### src/rtl/assert_macros.svh
// ----------------------------------------------------------------------------
// Assertion macros
// Clocked assertion helpers used by the top module of the exponentiation block.
// ----------------------------------------------------------------------------
`ifndef ASSERT_MACROS_SVH
`define ASSERT_MACROS_SVH

`ifndef NO_ASSERTIONS

// Checks a property at every rising edge of clk_i while reset is released.
`define ASSERT_PROP(lbl, prop) \
  lbl: assert property (@(posedge clk_i) disable iff (!rst_ni) prop) \
    else $error("%m: assertion failed");

// Checks that a condition never holds at a rising edge of clk_i.
`define ASSERT_NEVER(lbl, cond) \
  `ASSERT_PROP(lbl, !(cond))

`else

`define ASSERT_PROP(lbl, prop)
`define ASSERT_NEVER(lbl, cond)

`endif

`endif

### src/rtl/mme_pkg.sv
// ----------------------------------------------------------------------------
// Montgomery exponentiation package
// Operand widths, word types and register indexes shared by the block.
// ----------------------------------------------------------------------------
package mme_pkg;

  localparam int OPERAND_BITS = 32;

  typedef logic [OPERAND_BITS-1:0]   word_t;
  typedef logic [2*OPERAND_BITS-1:0] dword_t;

  // Register indexes of the configuration port.
  typedef enum logic {
    REG_MODULUS  = 1'b0,
    REG_EXPONENT = 1'b1
  } reg_index_e;

endpackage

### src/rtl/mme_mul.sv
// ----------------------------------------------------------------------------
// Shared multiplier
// One full-width unsigned multiplier with a registered double-width product.
// ----------------------------------------------------------------------------
module mme_mul
  import mme_pkg::*;
(
  input  logic   clk_i,
  input  word_t  a_i,
  input  word_t  b_i,
  output dword_t prod_o
);

  dword_t prod_q;

  // The product register breaks the path before any following arithmetic.
  always_ff @(posedge clk_i) begin
    prod_q <= dword_t'(a_i) * dword_t'(b_i);
  end

  assign prod_o = prod_q;

endmodule

### src/rtl/montgomery_mod_exp_32_top.sv
// ----------------------------------------------------------------------------
// Montgomery modular exponentiation, 32 bit
// Computes base_value ^ exponent mod modulus with Montgomery products.
// ----------------------------------------------------------------------------
// Each input item carries one base value and yields one result item holding
// base_value ^ exponent mod modulus, where modulus and exponent are the two
// configuration registers (index 0 and index 1, both reset to 1). An even or
// zero modulus returns 0 with bad_modulus set; a modulus of 1 returns 0. The
// block works on one item at a time and is not ready while it computes. For a
// valid modulus an item runs through Newton iteration for the modulus inverse,
// modular doubling for R^2 mod modulus, one Montgomery product per set bit
// and per squaring plus the products into and out of Montgomery form, and a
// load of the output register. Each product steps through the states MP_AB,
// MP_M, MP_P and MP_FIN and passes three times through one shared 32 by 32
// bit multiplier. An item with an even or unit modulus skips the arithmetic.
// The finished result sits in an output register, so the next item is
// accepted while it waits.
// ----------------------------------------------------------------------------
module montgomery_mod_exp_32_top
  import mme_pkg::*;
(
  input  logic  clk_i,
  input  logic  rst_ni,
  // Configuration write port.
  input  logic  cfg_we_i,
  input  logic  cfg_index_i,
  input  word_t cfg_wdata_i,
  // Input items.
  input  logic  in_valid_i,
  output logic  in_ready_o,
  input  word_t base_value_i,
  // Result items.
  output logic  out_valid_o,
  input  logic  out_ready_i,
  output word_t power_result_o,
  output logic  bad_modulus_o
);

  `include "assert_macros.svh"

  // Sequencer states.
  localparam logic [3:0] ST_IDLE   = 4'd0;
  localparam logic [3:0] ST_INV_A  = 4'd1;  // multiply modulus by inverse estimate
  localparam logic [3:0] ST_INV_B  = 4'd2;  // multiply estimate by (2 - n * inv)
  localparam logic [3:0] ST_INV_C  = 4'd3;  // take the refined estimate
  localparam logic [3:0] ST_DBL    = 4'd4;  // modular doubling toward R^2 mod n
  localparam logic [3:0] ST_MP_AB  = 4'd5;  // product t = a * b
  localparam logic [3:0] ST_MP_M   = 4'd6;  // m = t.lo * inv mod R
  localparam logic [3:0] ST_MP_P   = 4'd7;  // p = m * n
  localparam logic [3:0] ST_MP_FIN = 4'd8;  // (t - p) / R, folded into [0, n)
  localparam logic [3:0] ST_DONE   = 4'd9;

  // Montgomery product operations.
  localparam logic [1:0] OP_BM  = 2'd0;  // base into Montgomery form
  localparam logic [1:0] OP_MUL = 2'd1;  // accumulator times base power
  localparam logic [1:0] OP_SQR = 2'd2;  // square the base power
  localparam logic [1:0] OP_OUT = 2'd3;  // accumulator back to normal form

  localparam int          CNT_BITS     = $clog2(2 * OPERAND_BITS);
  localparam int          NEWTON_STEPS = 5;
  localparam logic [CNT_BITS-1:0] NEWTON_LAST = CNT_BITS'(NEWTON_STEPS - 1);
  localparam logic [CNT_BITS-1:0] DBL_R_LAST  = CNT_BITS'(OPERAND_BITS - 1);
  localparam logic [CNT_BITS-1:0] DBL_R2_LAST = CNT_BITS'(2 * OPERAND_BITS - 1);

  // Chooses the next product from the exponent bits that remain.
  function automatic logic [1:0] next_op(word_t bits);
    logic [1:0] op;
    if (bits == '0) begin
      op = OP_OUT;
    end else if (bits[0]) begin
      op = OP_MUL;
    end else begin
      op = OP_SQR;
    end
    return op;
  endfunction

  // Control registers.
  logic [3:0]          state_q, state_d;
  logic [1:0]          op_q, op_d;
  logic [CNT_BITS-1:0] cnt_q, cnt_d;
  logic                out_valid_q, out_valid_d;
  word_t               modulus_q, modulus_d;
  word_t               exponent_q, exponent_d;

  // Datapath registers.
  word_t base_q, base_d;
  word_t ebits_q, ebits_d;
  word_t inv_q, inv_d;
  word_t r_q, r_d;
  word_t acc_q, acc_d;
  word_t bm_q, bm_d;
  word_t t_hi_q, t_hi_d;
  logic  bad_q, bad_d;
  word_t result_q, result_d;
  logic  result_bad_q, result_bad_d;

  // Shared multiplier.
  word_t  mul_a, mul_b;
  dword_t prod;

  mme_mul u_mul (
    .clk_i  (clk_i),
    .a_i    (mul_a),
    .b_i    (mul_b),
    .prod_o (prod)
  );

  logic in_fire;
  logic out_load;

  assign in_ready_o = (state_q == ST_IDLE);
  assign in_fire    = in_valid_i && in_ready_o;
  assign out_load   = (state_q == ST_DONE) && (!out_valid_q || out_ready_i);

  // Modular doubling: r stays below n, so one conditional subtract suffices.
  logic [OPERAND_BITS:0] dbl_two;
  logic [OPERAND_BITS:0] dbl_sub;
  word_t                 dbl_res;

  assign dbl_two = {r_q, 1'b0};
  assign dbl_sub = dbl_two - {1'b0, modulus_q};
  assign dbl_res = dbl_sub[OPERAND_BITS] ? dbl_two[OPERAND_BITS-1:0]
                                         : dbl_sub[OPERAND_BITS-1:0];

  // Montgomery reduction tail. The low halves of t and p agree by the choice
  // of m, so only the high halves are subtracted and a negative result gets n
  // added back.
  logic [OPERAND_BITS:0] mp_diff;
  word_t                 mp_res;

  assign mp_diff = {1'b0, t_hi_q} - {1'b0, prod[2*OPERAND_BITS-1:OPERAND_BITS]};
  assign mp_res  = mp_diff[OPERAND_BITS] ? mp_diff[OPERAND_BITS-1:0] + modulus_q
                                         : mp_diff[OPERAND_BITS-1:0];

  // Multiplier operand selection.
  always_comb begin
    mul_a = modulus_q;
    mul_b = inv_q;
    case (state_q)
      ST_INV_A: begin
        mul_a = modulus_q;
        mul_b = inv_q;
      end
      ST_INV_B: begin
        mul_a = inv_q;
        mul_b = word_t'(2) - prod[OPERAND_BITS-1:0];
      end
      ST_MP_AB: begin
        case (op_q)
          OP_BM: begin
            mul_a = base_q;
            mul_b = r_q;
          end
          OP_MUL: begin
            mul_a = acc_q;
            mul_b = bm_q;
          end
          OP_SQR: begin
            mul_a = bm_q;
            mul_b = bm_q;
          end
          default: begin
            mul_a = acc_q;
            mul_b = word_t'(1);
          end
        endcase
      end
      ST_MP_M: begin
        mul_a = prod[OPERAND_BITS-1:0];
        mul_b = inv_q;
      end
      ST_MP_P: begin
        mul_a = prod[OPERAND_BITS-1:0];
        mul_b = modulus_q;
      end
      default: begin
        mul_a = modulus_q;
        mul_b = inv_q;
      end
    endcase
  end

  // Sequencer and datapath next state.
  always_comb begin
    state_d      = state_q;
    op_d         = op_q;
    cnt_d        = cnt_q;
    modulus_d    = modulus_q;
    exponent_d   = exponent_q;
    base_d       = base_q;
    ebits_d      = ebits_q;
    inv_d        = inv_q;
    r_d          = r_q;
    acc_d        = acc_q;
    bm_d         = bm_q;
    t_hi_d       = t_hi_q;
    bad_d        = bad_q;
    result_d     = result_q;
    result_bad_d = result_bad_q;
    out_valid_d  = out_valid_q && !out_ready_i;

    // Writes are to arrive only while the block is idle; the block does not enforce it.
    if (cfg_we_i) begin
      case (cfg_index_i)
        REG_MODULUS:  modulus_d  = cfg_wdata_i;
        REG_EXPONENT: exponent_d = cfg_wdata_i;
        default: ;
      endcase
    end

    case (state_q)
      ST_IDLE: begin
        if (in_fire) begin
          base_d  = base_value_i;
          ebits_d = exponent_q;
          inv_d   = modulus_q;
          r_d     = word_t'(1);
          cnt_d   = '0;
          if (!modulus_q[0]) begin
            acc_d   = '0;
            bad_d   = 1'b1;
            state_d = ST_DONE;
          end else if (modulus_q == word_t'(1)) begin
            acc_d   = '0;
            bad_d   = 1'b0;
            state_d = ST_DONE;
          end else begin
            bad_d   = 1'b0;
            state_d = ST_INV_A;
          end
        end
      end
      ST_INV_A: begin
        state_d = ST_INV_B;
      end
      ST_INV_B: begin
        state_d = ST_INV_C;
      end
      ST_INV_C: begin
        inv_d = prod[OPERAND_BITS-1:0];
        if (cnt_q == NEWTON_LAST) begin
          cnt_d   = '0;
          state_d = ST_DBL;
        end else begin
          cnt_d   = cnt_q + 1'b1;
          state_d = ST_INV_A;
        end
      end
      ST_DBL: begin
        r_d   = dbl_res;
        cnt_d = cnt_q + 1'b1;
        // After the first half of the doublings r is R mod n, which is 1 in
        // Montgomery form and seeds the accumulator.
        if (cnt_q == DBL_R_LAST) begin
          acc_d = dbl_res;
        end
        if (cnt_q == DBL_R2_LAST) begin
          cnt_d   = '0;
          op_d    = OP_BM;
          state_d = ST_MP_AB;
        end
      end
      ST_MP_AB: begin
        state_d = ST_MP_M;
      end
      ST_MP_M: begin
        t_hi_d  = prod[2*OPERAND_BITS-1:OPERAND_BITS];
        state_d = ST_MP_P;
      end
      ST_MP_P: begin
        state_d = ST_MP_FIN;
      end
      ST_MP_FIN: begin
        state_d = ST_MP_AB;
        case (op_q)
          OP_BM: begin
            bm_d = mp_res;
            op_d = next_op(ebits_q);
          end
          OP_MUL: begin
            acc_d = mp_res;
            // No squaring is needed once the top exponent bit is used.
            op_d  = (ebits_q[OPERAND_BITS-1:1] == '0) ? OP_OUT : OP_SQR;
          end
          OP_SQR: begin
            bm_d    = mp_res;
            ebits_d = ebits_q >> 1;
            op_d    = next_op(ebits_q >> 1);
          end
          default: begin
            acc_d   = mp_res;
            state_d = ST_DONE;
          end
        endcase
      end
      ST_DONE: begin
        if (out_load) begin
          result_d     = acc_q;
          result_bad_d = bad_q;
          out_valid_d  = 1'b1;
          state_d      = ST_IDLE;
        end
      end
      default: begin
        state_d = ST_IDLE;
      end
    endcase
  end

  always_ff @(posedge clk_i or negedge rst_ni) begin
    if (!rst_ni) begin
      state_q     <= ST_IDLE;
      op_q        <= OP_BM;
      cnt_q       <= '0;
      out_valid_q <= 1'b0;
      modulus_q   <= word_t'(1);
      exponent_q  <= word_t'(1);
    end else begin
      state_q     <= state_d;
      op_q        <= op_d;
      cnt_q       <= cnt_d;
      out_valid_q <= out_valid_d;
      modulus_q   <= modulus_d;
      exponent_q  <= exponent_d;
    end
  end

  always_ff @(posedge clk_i) begin
    base_q       <= base_d;
    ebits_q      <= ebits_d;
    inv_q        <= inv_d;
    r_q          <= r_d;
    acc_q        <= acc_d;
    bm_q         <= bm_d;
    t_hi_q       <= t_hi_d;
    bad_q        <= bad_d;
    result_q     <= result_d;
    result_bad_q <= result_bad_d;
  end

  assign out_valid_o    = out_valid_q;
  assign power_result_o = result_q;
  assign bad_modulus_o  = result_bad_q;

  // An item with an even modulus skips all arithmetic.
  `ASSERT_PROP(a_even_skips, (in_fire && !modulus_q[0]) |=> (state_q == ST_DONE))
  // The doubling remainder is always reduced.
  `ASSERT_PROP(a_dbl_reduced, (state_q == ST_DBL) |-> (r_q < modulus_q))
  // Every Montgomery product lands in [0, n).
  `ASSERT_PROP(a_mp_reduced, (state_q == ST_MP_FIN) |-> (mp_res < modulus_q))
  // A result is never loaded over one that is still waiting.
  `ASSERT_NEVER(a_no_overwrite, out_load && out_valid_q && !out_ready_i)

endmodule
### config.mk
export PLATFORM = sky130hd
export DESIGN_NAME = montgomery_mod_exp_32_top
export DESIGN_NICKNAME = d
export VERILOG_FILES = /design/src/rtl/mme_pkg.sv /design/src/rtl/mme_mul.sv /design/src/rtl/montgomery_mod_exp_32_top.sv
export VERILOG_INCLUDE_DIRS = /design/src /design/src/rtl
export SDC_FILE = /design/constraint.sdc
export NUM_CORES = 2
export LEC_CHECK = 0
export BUFFER_PORTS_ARGS = -buffer_cell sky130_fd_sc_hd__buf_4
export CORE_MARGIN = 2
export CORE_UTILIZATION = 65
export DETAILED_ROUTE_END_ITERATION = 6
export PLACE_DENSITY_LB_ADDON = 0.1
export SLEW_MARGIN = 0
export SYNTH_ARGS = -nofsm -noshare
export SYNTH_HDL_FRONTEND = slang
export SYNTH_SLANG_ARGS = --single-unit
export TNS_END_PERCENT = 10
### constraint.sdc
create_clock -name clk_i -period 13.1 [get_ports clk_i]
set_clock_uncertainty 0.2 [all_clocks]
set_input_delay 1.965 -clock clk_i [delete_from_list [all_inputs] [get_ports clk_i]]
set_output_delay 1.965 -clock clk_i [all_outputs]
set_load 0.01 [all_outputs]
# Yosys cells after proc, flatten, opt, wreduce, memory -nomap -nowiden
# Index checks and enable logic that the tools add are counted.
[op_classes] n_eq_ne=23 multipliers=1 n_bitwise=1 n_reduce_logical=33 n_mux=42 n_addsub=5
[ops] cell="$mux W32" n=11
[ops] cell="$pmux W32 S2" n=5
[ops] cell="$pmux W32 S3" n=3
[ops] cell="$logic_not A32 Y1" n=2
[ops] cell="$mul A32 B32 Y64" n=1
[ops] cell="$pmux W4 S10" n=1
[ops] cell="$sub A32 B32 Y33" n=1
[ops] cell="$sub A33 B32 Y33" n=1
[ops] cell="$add A32 B32 Y32" n=1
[ops] cell="$eq A32 B1 Y1 const B" n=1
[ops] cell="$sub A2 B32 Y32 const A" n=1
[ops] cell="$logic_not A31 Y1" n=1
[ops] cell="$mux W4" n=6
[ops] cell="$mux W6" n=3
[ops] cell="$pmux W6 S3" n=1
[ops] cell="$eq A4 B3 Y1 const B" n=4
[ops] cell="$reduce_and A2 Y1" n=8
[ops] cell="$mux W2" n=5
[ops] cell="$ne A2 B2 Y1 const B" n=5
[ops] cell="$reduce_and A3 Y1" n=3
[ops] cell="$eq A4 B2 Y1 const B" n=2
[ops] cell="$eq A4 B4 Y1 const B" n=2
[ops] cell="$reduce_bool A2 Y1" n=4
[ops] cell="$add A6 B1 Y6 const B" n=1
[ops] cell="other kinds (23)" n=32
[word_totals] input_bits=70 register_bits=399 wordCells=122

# Depth between registers and ports, before layout
[depth] ltp_word=5 ltp_mapped=36

# Modules after synthesis
# Synthesis repeated with hierarchy kept, for this count alone.
[hier_totals] cells_unflattened=5843 area_unflattened_um2=54994.0
[modules_own_cells] mod="mme_mul" n_inst=1 cells_each=3717 area_per_inst_um2=34373.0
[modules_own_cells] mod="montgomery_mod_exp_32_top" n_inst=1 cells_each=2126 area_per_inst_um2=20621.0

# Worst setup path after synthesis
# OpenSTA, ideal clock, no wires.
[synth_timing] path_kind="reg-to-reg" startpoint="reg u_mul.prod_q[0] (netlist: u_mul.prod_o[0])" endpoint="reg u_mul.prod_q[60] (netlist: u_mul.prod_o[60])" t_required_ns=12.764 period_less_slack_ns=9.063 setup_slack_ns=4.037 n_path_buf=2 stages_incl_launch_ff=35 arrival_ns=8.727 setup_time_ns=0.136 path_cell_list="dfxtp_1 -> ha_1 -> nor3_1 -> nand3_1 -> nor2_1 -> nand2_1 -> nor3_1 -> xnor2_1 -> a221oi_1 -> buf_2 -> nor2_1 -> fa_1 -> inv_1 -> fa_1 -> inv_1 -> fa_1 -> inv_1 -> fa_1 -> inv_1 -> fa_1 -> fa_1 -> fa_1 -> fa_1 -> ha_1 -> clkbuf_1 -> a21o_1 -> a21o_1 -> a21oi_1 -> o21ai_0 -> a221oi_1 -> o31ai_4 -> a21boi_1 -> o31a_1 -> mux2i_1 -> o2111ai_1"
[synth_via] elab_chain_cells=3 elab_cells_between_ends=4
[synth_rtl] element="from (decl)" line="mme_mul.sv:14" source="dword_t prod_q;"
[synth_rtl] element="from (signal assigned)" line="mme_mul.sv:18" source="prod_q <= dword_t'(a_i) * dword_t'(b_i);"
[synth_rtl] element="$sub A2 B32 Y32" line="montgomery_mod_exp_32_top.sv:147" source="mul_b = word_t'(2) - prod[OPERAND_BITS-1:0];"
[synth_rtl] element="$pmux W32 S3" line="montgomery_mod_exp_32_top.sv:140" source="case (state_q)"
[synth_rtl] element="$mul A32 B32 Y64 (*)" line="mme_mul.sv:18"
# Every way passes the cells marked *; elsewhere a longest branch is shown, timed or not.
# A chain may end at the register's enable or synchronous reset.

# Worst setup path after layout
[layout_timing] startpoint="reg state_q[3]" endpoint="reg u_mul.prod_q[57] (netlist: u_mul.prod_o[57])"
[layout_via] elab_chain_cells=4 elab_cells_between_ends=8
[layout_rtl] element="from (decl)" line="montgomery_mod_exp_32_top.sv:79" source="logic [3:0] state_q, state_d;"
[layout_rtl] element="from (signal assigned)" line="montgomery_mod_exp_32_top.sv:320" source="state_q <= state_d;"
[layout_rtl] element="$eq A4 B3 Y1" line="montgomery_mod_exp_32_top.sv:140"
[layout_rtl] element="$reduce_or A2 Y1 (no source line)"
[layout_rtl] element="$pmux W32 S3" line="montgomery_mod_exp_32_top.sv:140"
[layout_rtl] element="$mul A32 B32 Y64 (*)" line="mme_mul.sv:18"
# Marked as above.

==> reports/results.ini <==
[placement]
place_area_sq_um = 57000
io_buffers = 104
dp_slack_ps = 2010
gp_congestion = 1.03
hpwl_mm = 144

[floorplan]
initial_utilization_pct = 65.6
die_w_um = 294
io_pins = 105
fp-row-count = 106
dieArea_sq_um = 86700
die_h_um = 294
core-area_sq_um = 83600

[synth]
synth-seq-area-share_pct = 20.0
ys_types = 90
ys.flop_type = edfxtp_1
synth_mux_area_share_pct = 1.02
synthCells = 6008
synth-edff-count = 258
synth-seq-cells = 399
synthTopCellsByCount = inv_1, fa_1, nand2_1
synth-xor-area-share_pct = 2.50
synth_fp_nets = 7341
async_flop_share_pct = 19.3
synth_top_area_share_pct = 32.8
yosys.area.top_type = fa_1
synth.top_cells.by_area = fa_1, edfxtp_1, ha_1, inv_1, nand2_1
yosysWarnings = 0
synth_top_family_by_area = adder cells
synthSimpleGateAreaFrac_pct = 13.8
synth_compound_area_share_pct = 12.3
synth-adder-area-share_pct = 41.1
post_synth.cell_area_avg_sq_um = 9.12
syn-cell-area_sq_um = 54800
synth_most_common_cell = inv_1

[critical_path]
criticalPathCategory = flop to flop
cp.required_ps = 13350
startpoint = state_q[3]
worst-r2r-cell-count = 26
worstSetupEndpointType = flop
r2r-end = u_mul.prod_o[57]
worstPathMaxFanout = 28
r2r_setup_slack_ps = 1470
arrival_ps = 11880
cp-start-kind = flop
r2r_start = state_q[3]

[min_path]
whs_path_depth = 0
hold_start = u_mul.prod_o[38]
whs_endpoint = t_hi_q[6]
hp-class = flop to flop

[sta]
post-route-period-util_pct = 88.8
fin_tns_setup_ps = 0
fmax_ghz = 0.0860
finalHoldViolCount = 0
worst_pin_slew_ps = 1430
whs_ps = 234
final_max_slew_viol_count = 0
period_needed_ps = 11630
finalSetupViolCount = 0
setup_slack_ps = 1470
maxSlewHeadroom_pct = 4.92
rsz0062_at_grt = no

[global_routing]
grt_usage_pct = 44.6
grt_pass1_wl_mm = 283
grt_max_degree = 67
grt_pass1_vias = 45609
antenna_found_initial = 8
gr-total-overflow = 0

[drt]
viasPerCell = 6.41
ant_nets = 0
drtIter0Drc = 5750
drt-total-wl_mm = 188
first_pass_iters = 7
vias = 45458
post_drt_wl_per_cell_um = 26.5
route.detailed.drc = 0

[layout]
drive_above_1_share_pct = 7.04
n_fill_cell = 6644
fin_area_sq_um = 58400
syn_to_final_growth_pct = 6.51
nets = 7307

[clock_tree]
cts_resized = 0
clock_latency_ps = 600
cts_tree = yes
cts-hold-fix-buffers = 0
cts_buffers = 40
clockRootBuffer = clkbuf_16
clock_sinks = 399
clk_transition_reported_paths_ps = 60
clockBufferDepth = 3
htreeDepth = 2
post_cts_buffers = 0

[outcome]
status = finished, final reports clean

[run]
drv_cap = 0

worst max path at each step:
stage,cells after the start,endpoint
final,26,u_mul.prod_o[57]
after CTS,26,u_mul.prod_o[57]
after global placement,26,u_mul.prod_o[63]
after global routing,26,u_mul.prod_o[63]
after detailed placement,26,u_mul.prod_o[63]
after floorplan,34,u_mul.prod_o[60]
final cells by class:
| type | instances | area [sq um] | area share (%) |
|---|---|---|---|
| Tap cell | 1080 | 1350 | 2.31 |
| Inverter | 1038 | 3900 | 6.67 |
| Clock buffer | 53 | 1120 | 1.92 |
| Clock inverter | 21 | 246 | 0.422 |
| Timing Repair Buffer | 229 | 1720 | 2.94 |
| Antenna cell | 4 | 10.0 | 0.0171 |
| Multi-Input combinational cell | 4266 | 39100 | 66.9 |
| Sequential cell | 399 | 11000 | 18.8 |
through the flow:
step | utilization, % | std cells
CTS | 69.9 | 7086
global placement | 68.2 | 7012
detailed placement | 68.2 | 7012
global route | 69.9 | 7086
finish | 69.9 | 7090
floorplan | - | 6008
cell families after synthesis:
kind of cell | after synthesis
AO/OA/AOI/OAI | 980
XOR/XNOR | 155
adder cells (fa/ha/maj) | 1263
buffers and inverters | 1343
flip-flops | 399
multiplexers | 51
AND/OR/NAND/NOR | 1817
registers in the layout, indices dropped and copies added, names as in the netlist, 32 cells and up:
register / flops
base_q: 32
acc_q: 32
inv_q: 32
ebits_q: 32
modulus_q: 32
r_q: 32
exponent_q: 32
bm_q: 32
u_mul.prod_o: 64
power_result_o: 32
t_hi_q: 32
critical path, stage by stage, from the launching register on:
cell and delay [ps]:
dfrtp_1 710, nand2b_1 580, or3_1 830, o21ai_0 450
a221oi_4 1100, nor2_1 180, fa_1 540, inv_1 50
fa_1 470, fa_1 530, fa_1 530, inv_1 60
fa_1 560, fa_1 470, fa_1 540, fa_1 430
ha_1 490, nand3_1 150, nor2_1 310, a31oi_1 150
o21a_1 150, o22ai_1 540, nor2_1 150, o31a_1 390
o31ai_2 450, a41oi_1 240, xnor2_1 180
cells in the final DEF, fill, tap and decap left out, types with 22 or more instances in the layout:
cell,count
o21bai_1,27
edfxtp_1,258
nor3_1,48
a21o_1,107
o21a_1,60
xor2_1,56
nor4_1,28
dfrtp_1,75
nand2b_1,44
dfxtp_1,64
o311ai_0,33
a22oi_1,64
nor2b_1,22
nand2_1,842
clkbuf_16,42
nand4_1,27
buf_4,229
o21ai_0,193
and2_1,31
xnor2_1,98
a22o_1,36
a221o_1,28
nor2_1,661
fa_1,899
ha_1,363
mux2_2,41
nand3_1,40
inv_1,1038
o21ai_1,25
a21oi_1,189
a211oi_1,23
routing by layer:
| layer | vias to the layer above | part of all wire (%) | global-route usage, % |
|---|---|---|---|
| met1 | 22313 | 36 | 58.3 |
| met2 | 3190 | 42 | 64.9 |
| met4 | 8 | 7.0 | 24.4 |
| li1 | 19193 | - | - |
| met5 | - | 0.032 | 0 |
| met3 | 754 | 15 | 16.0 |
Power is left out: the tool's default activity adds up to more than one toggle a clock period on the data nets, which glitch-free logic cannot reach.
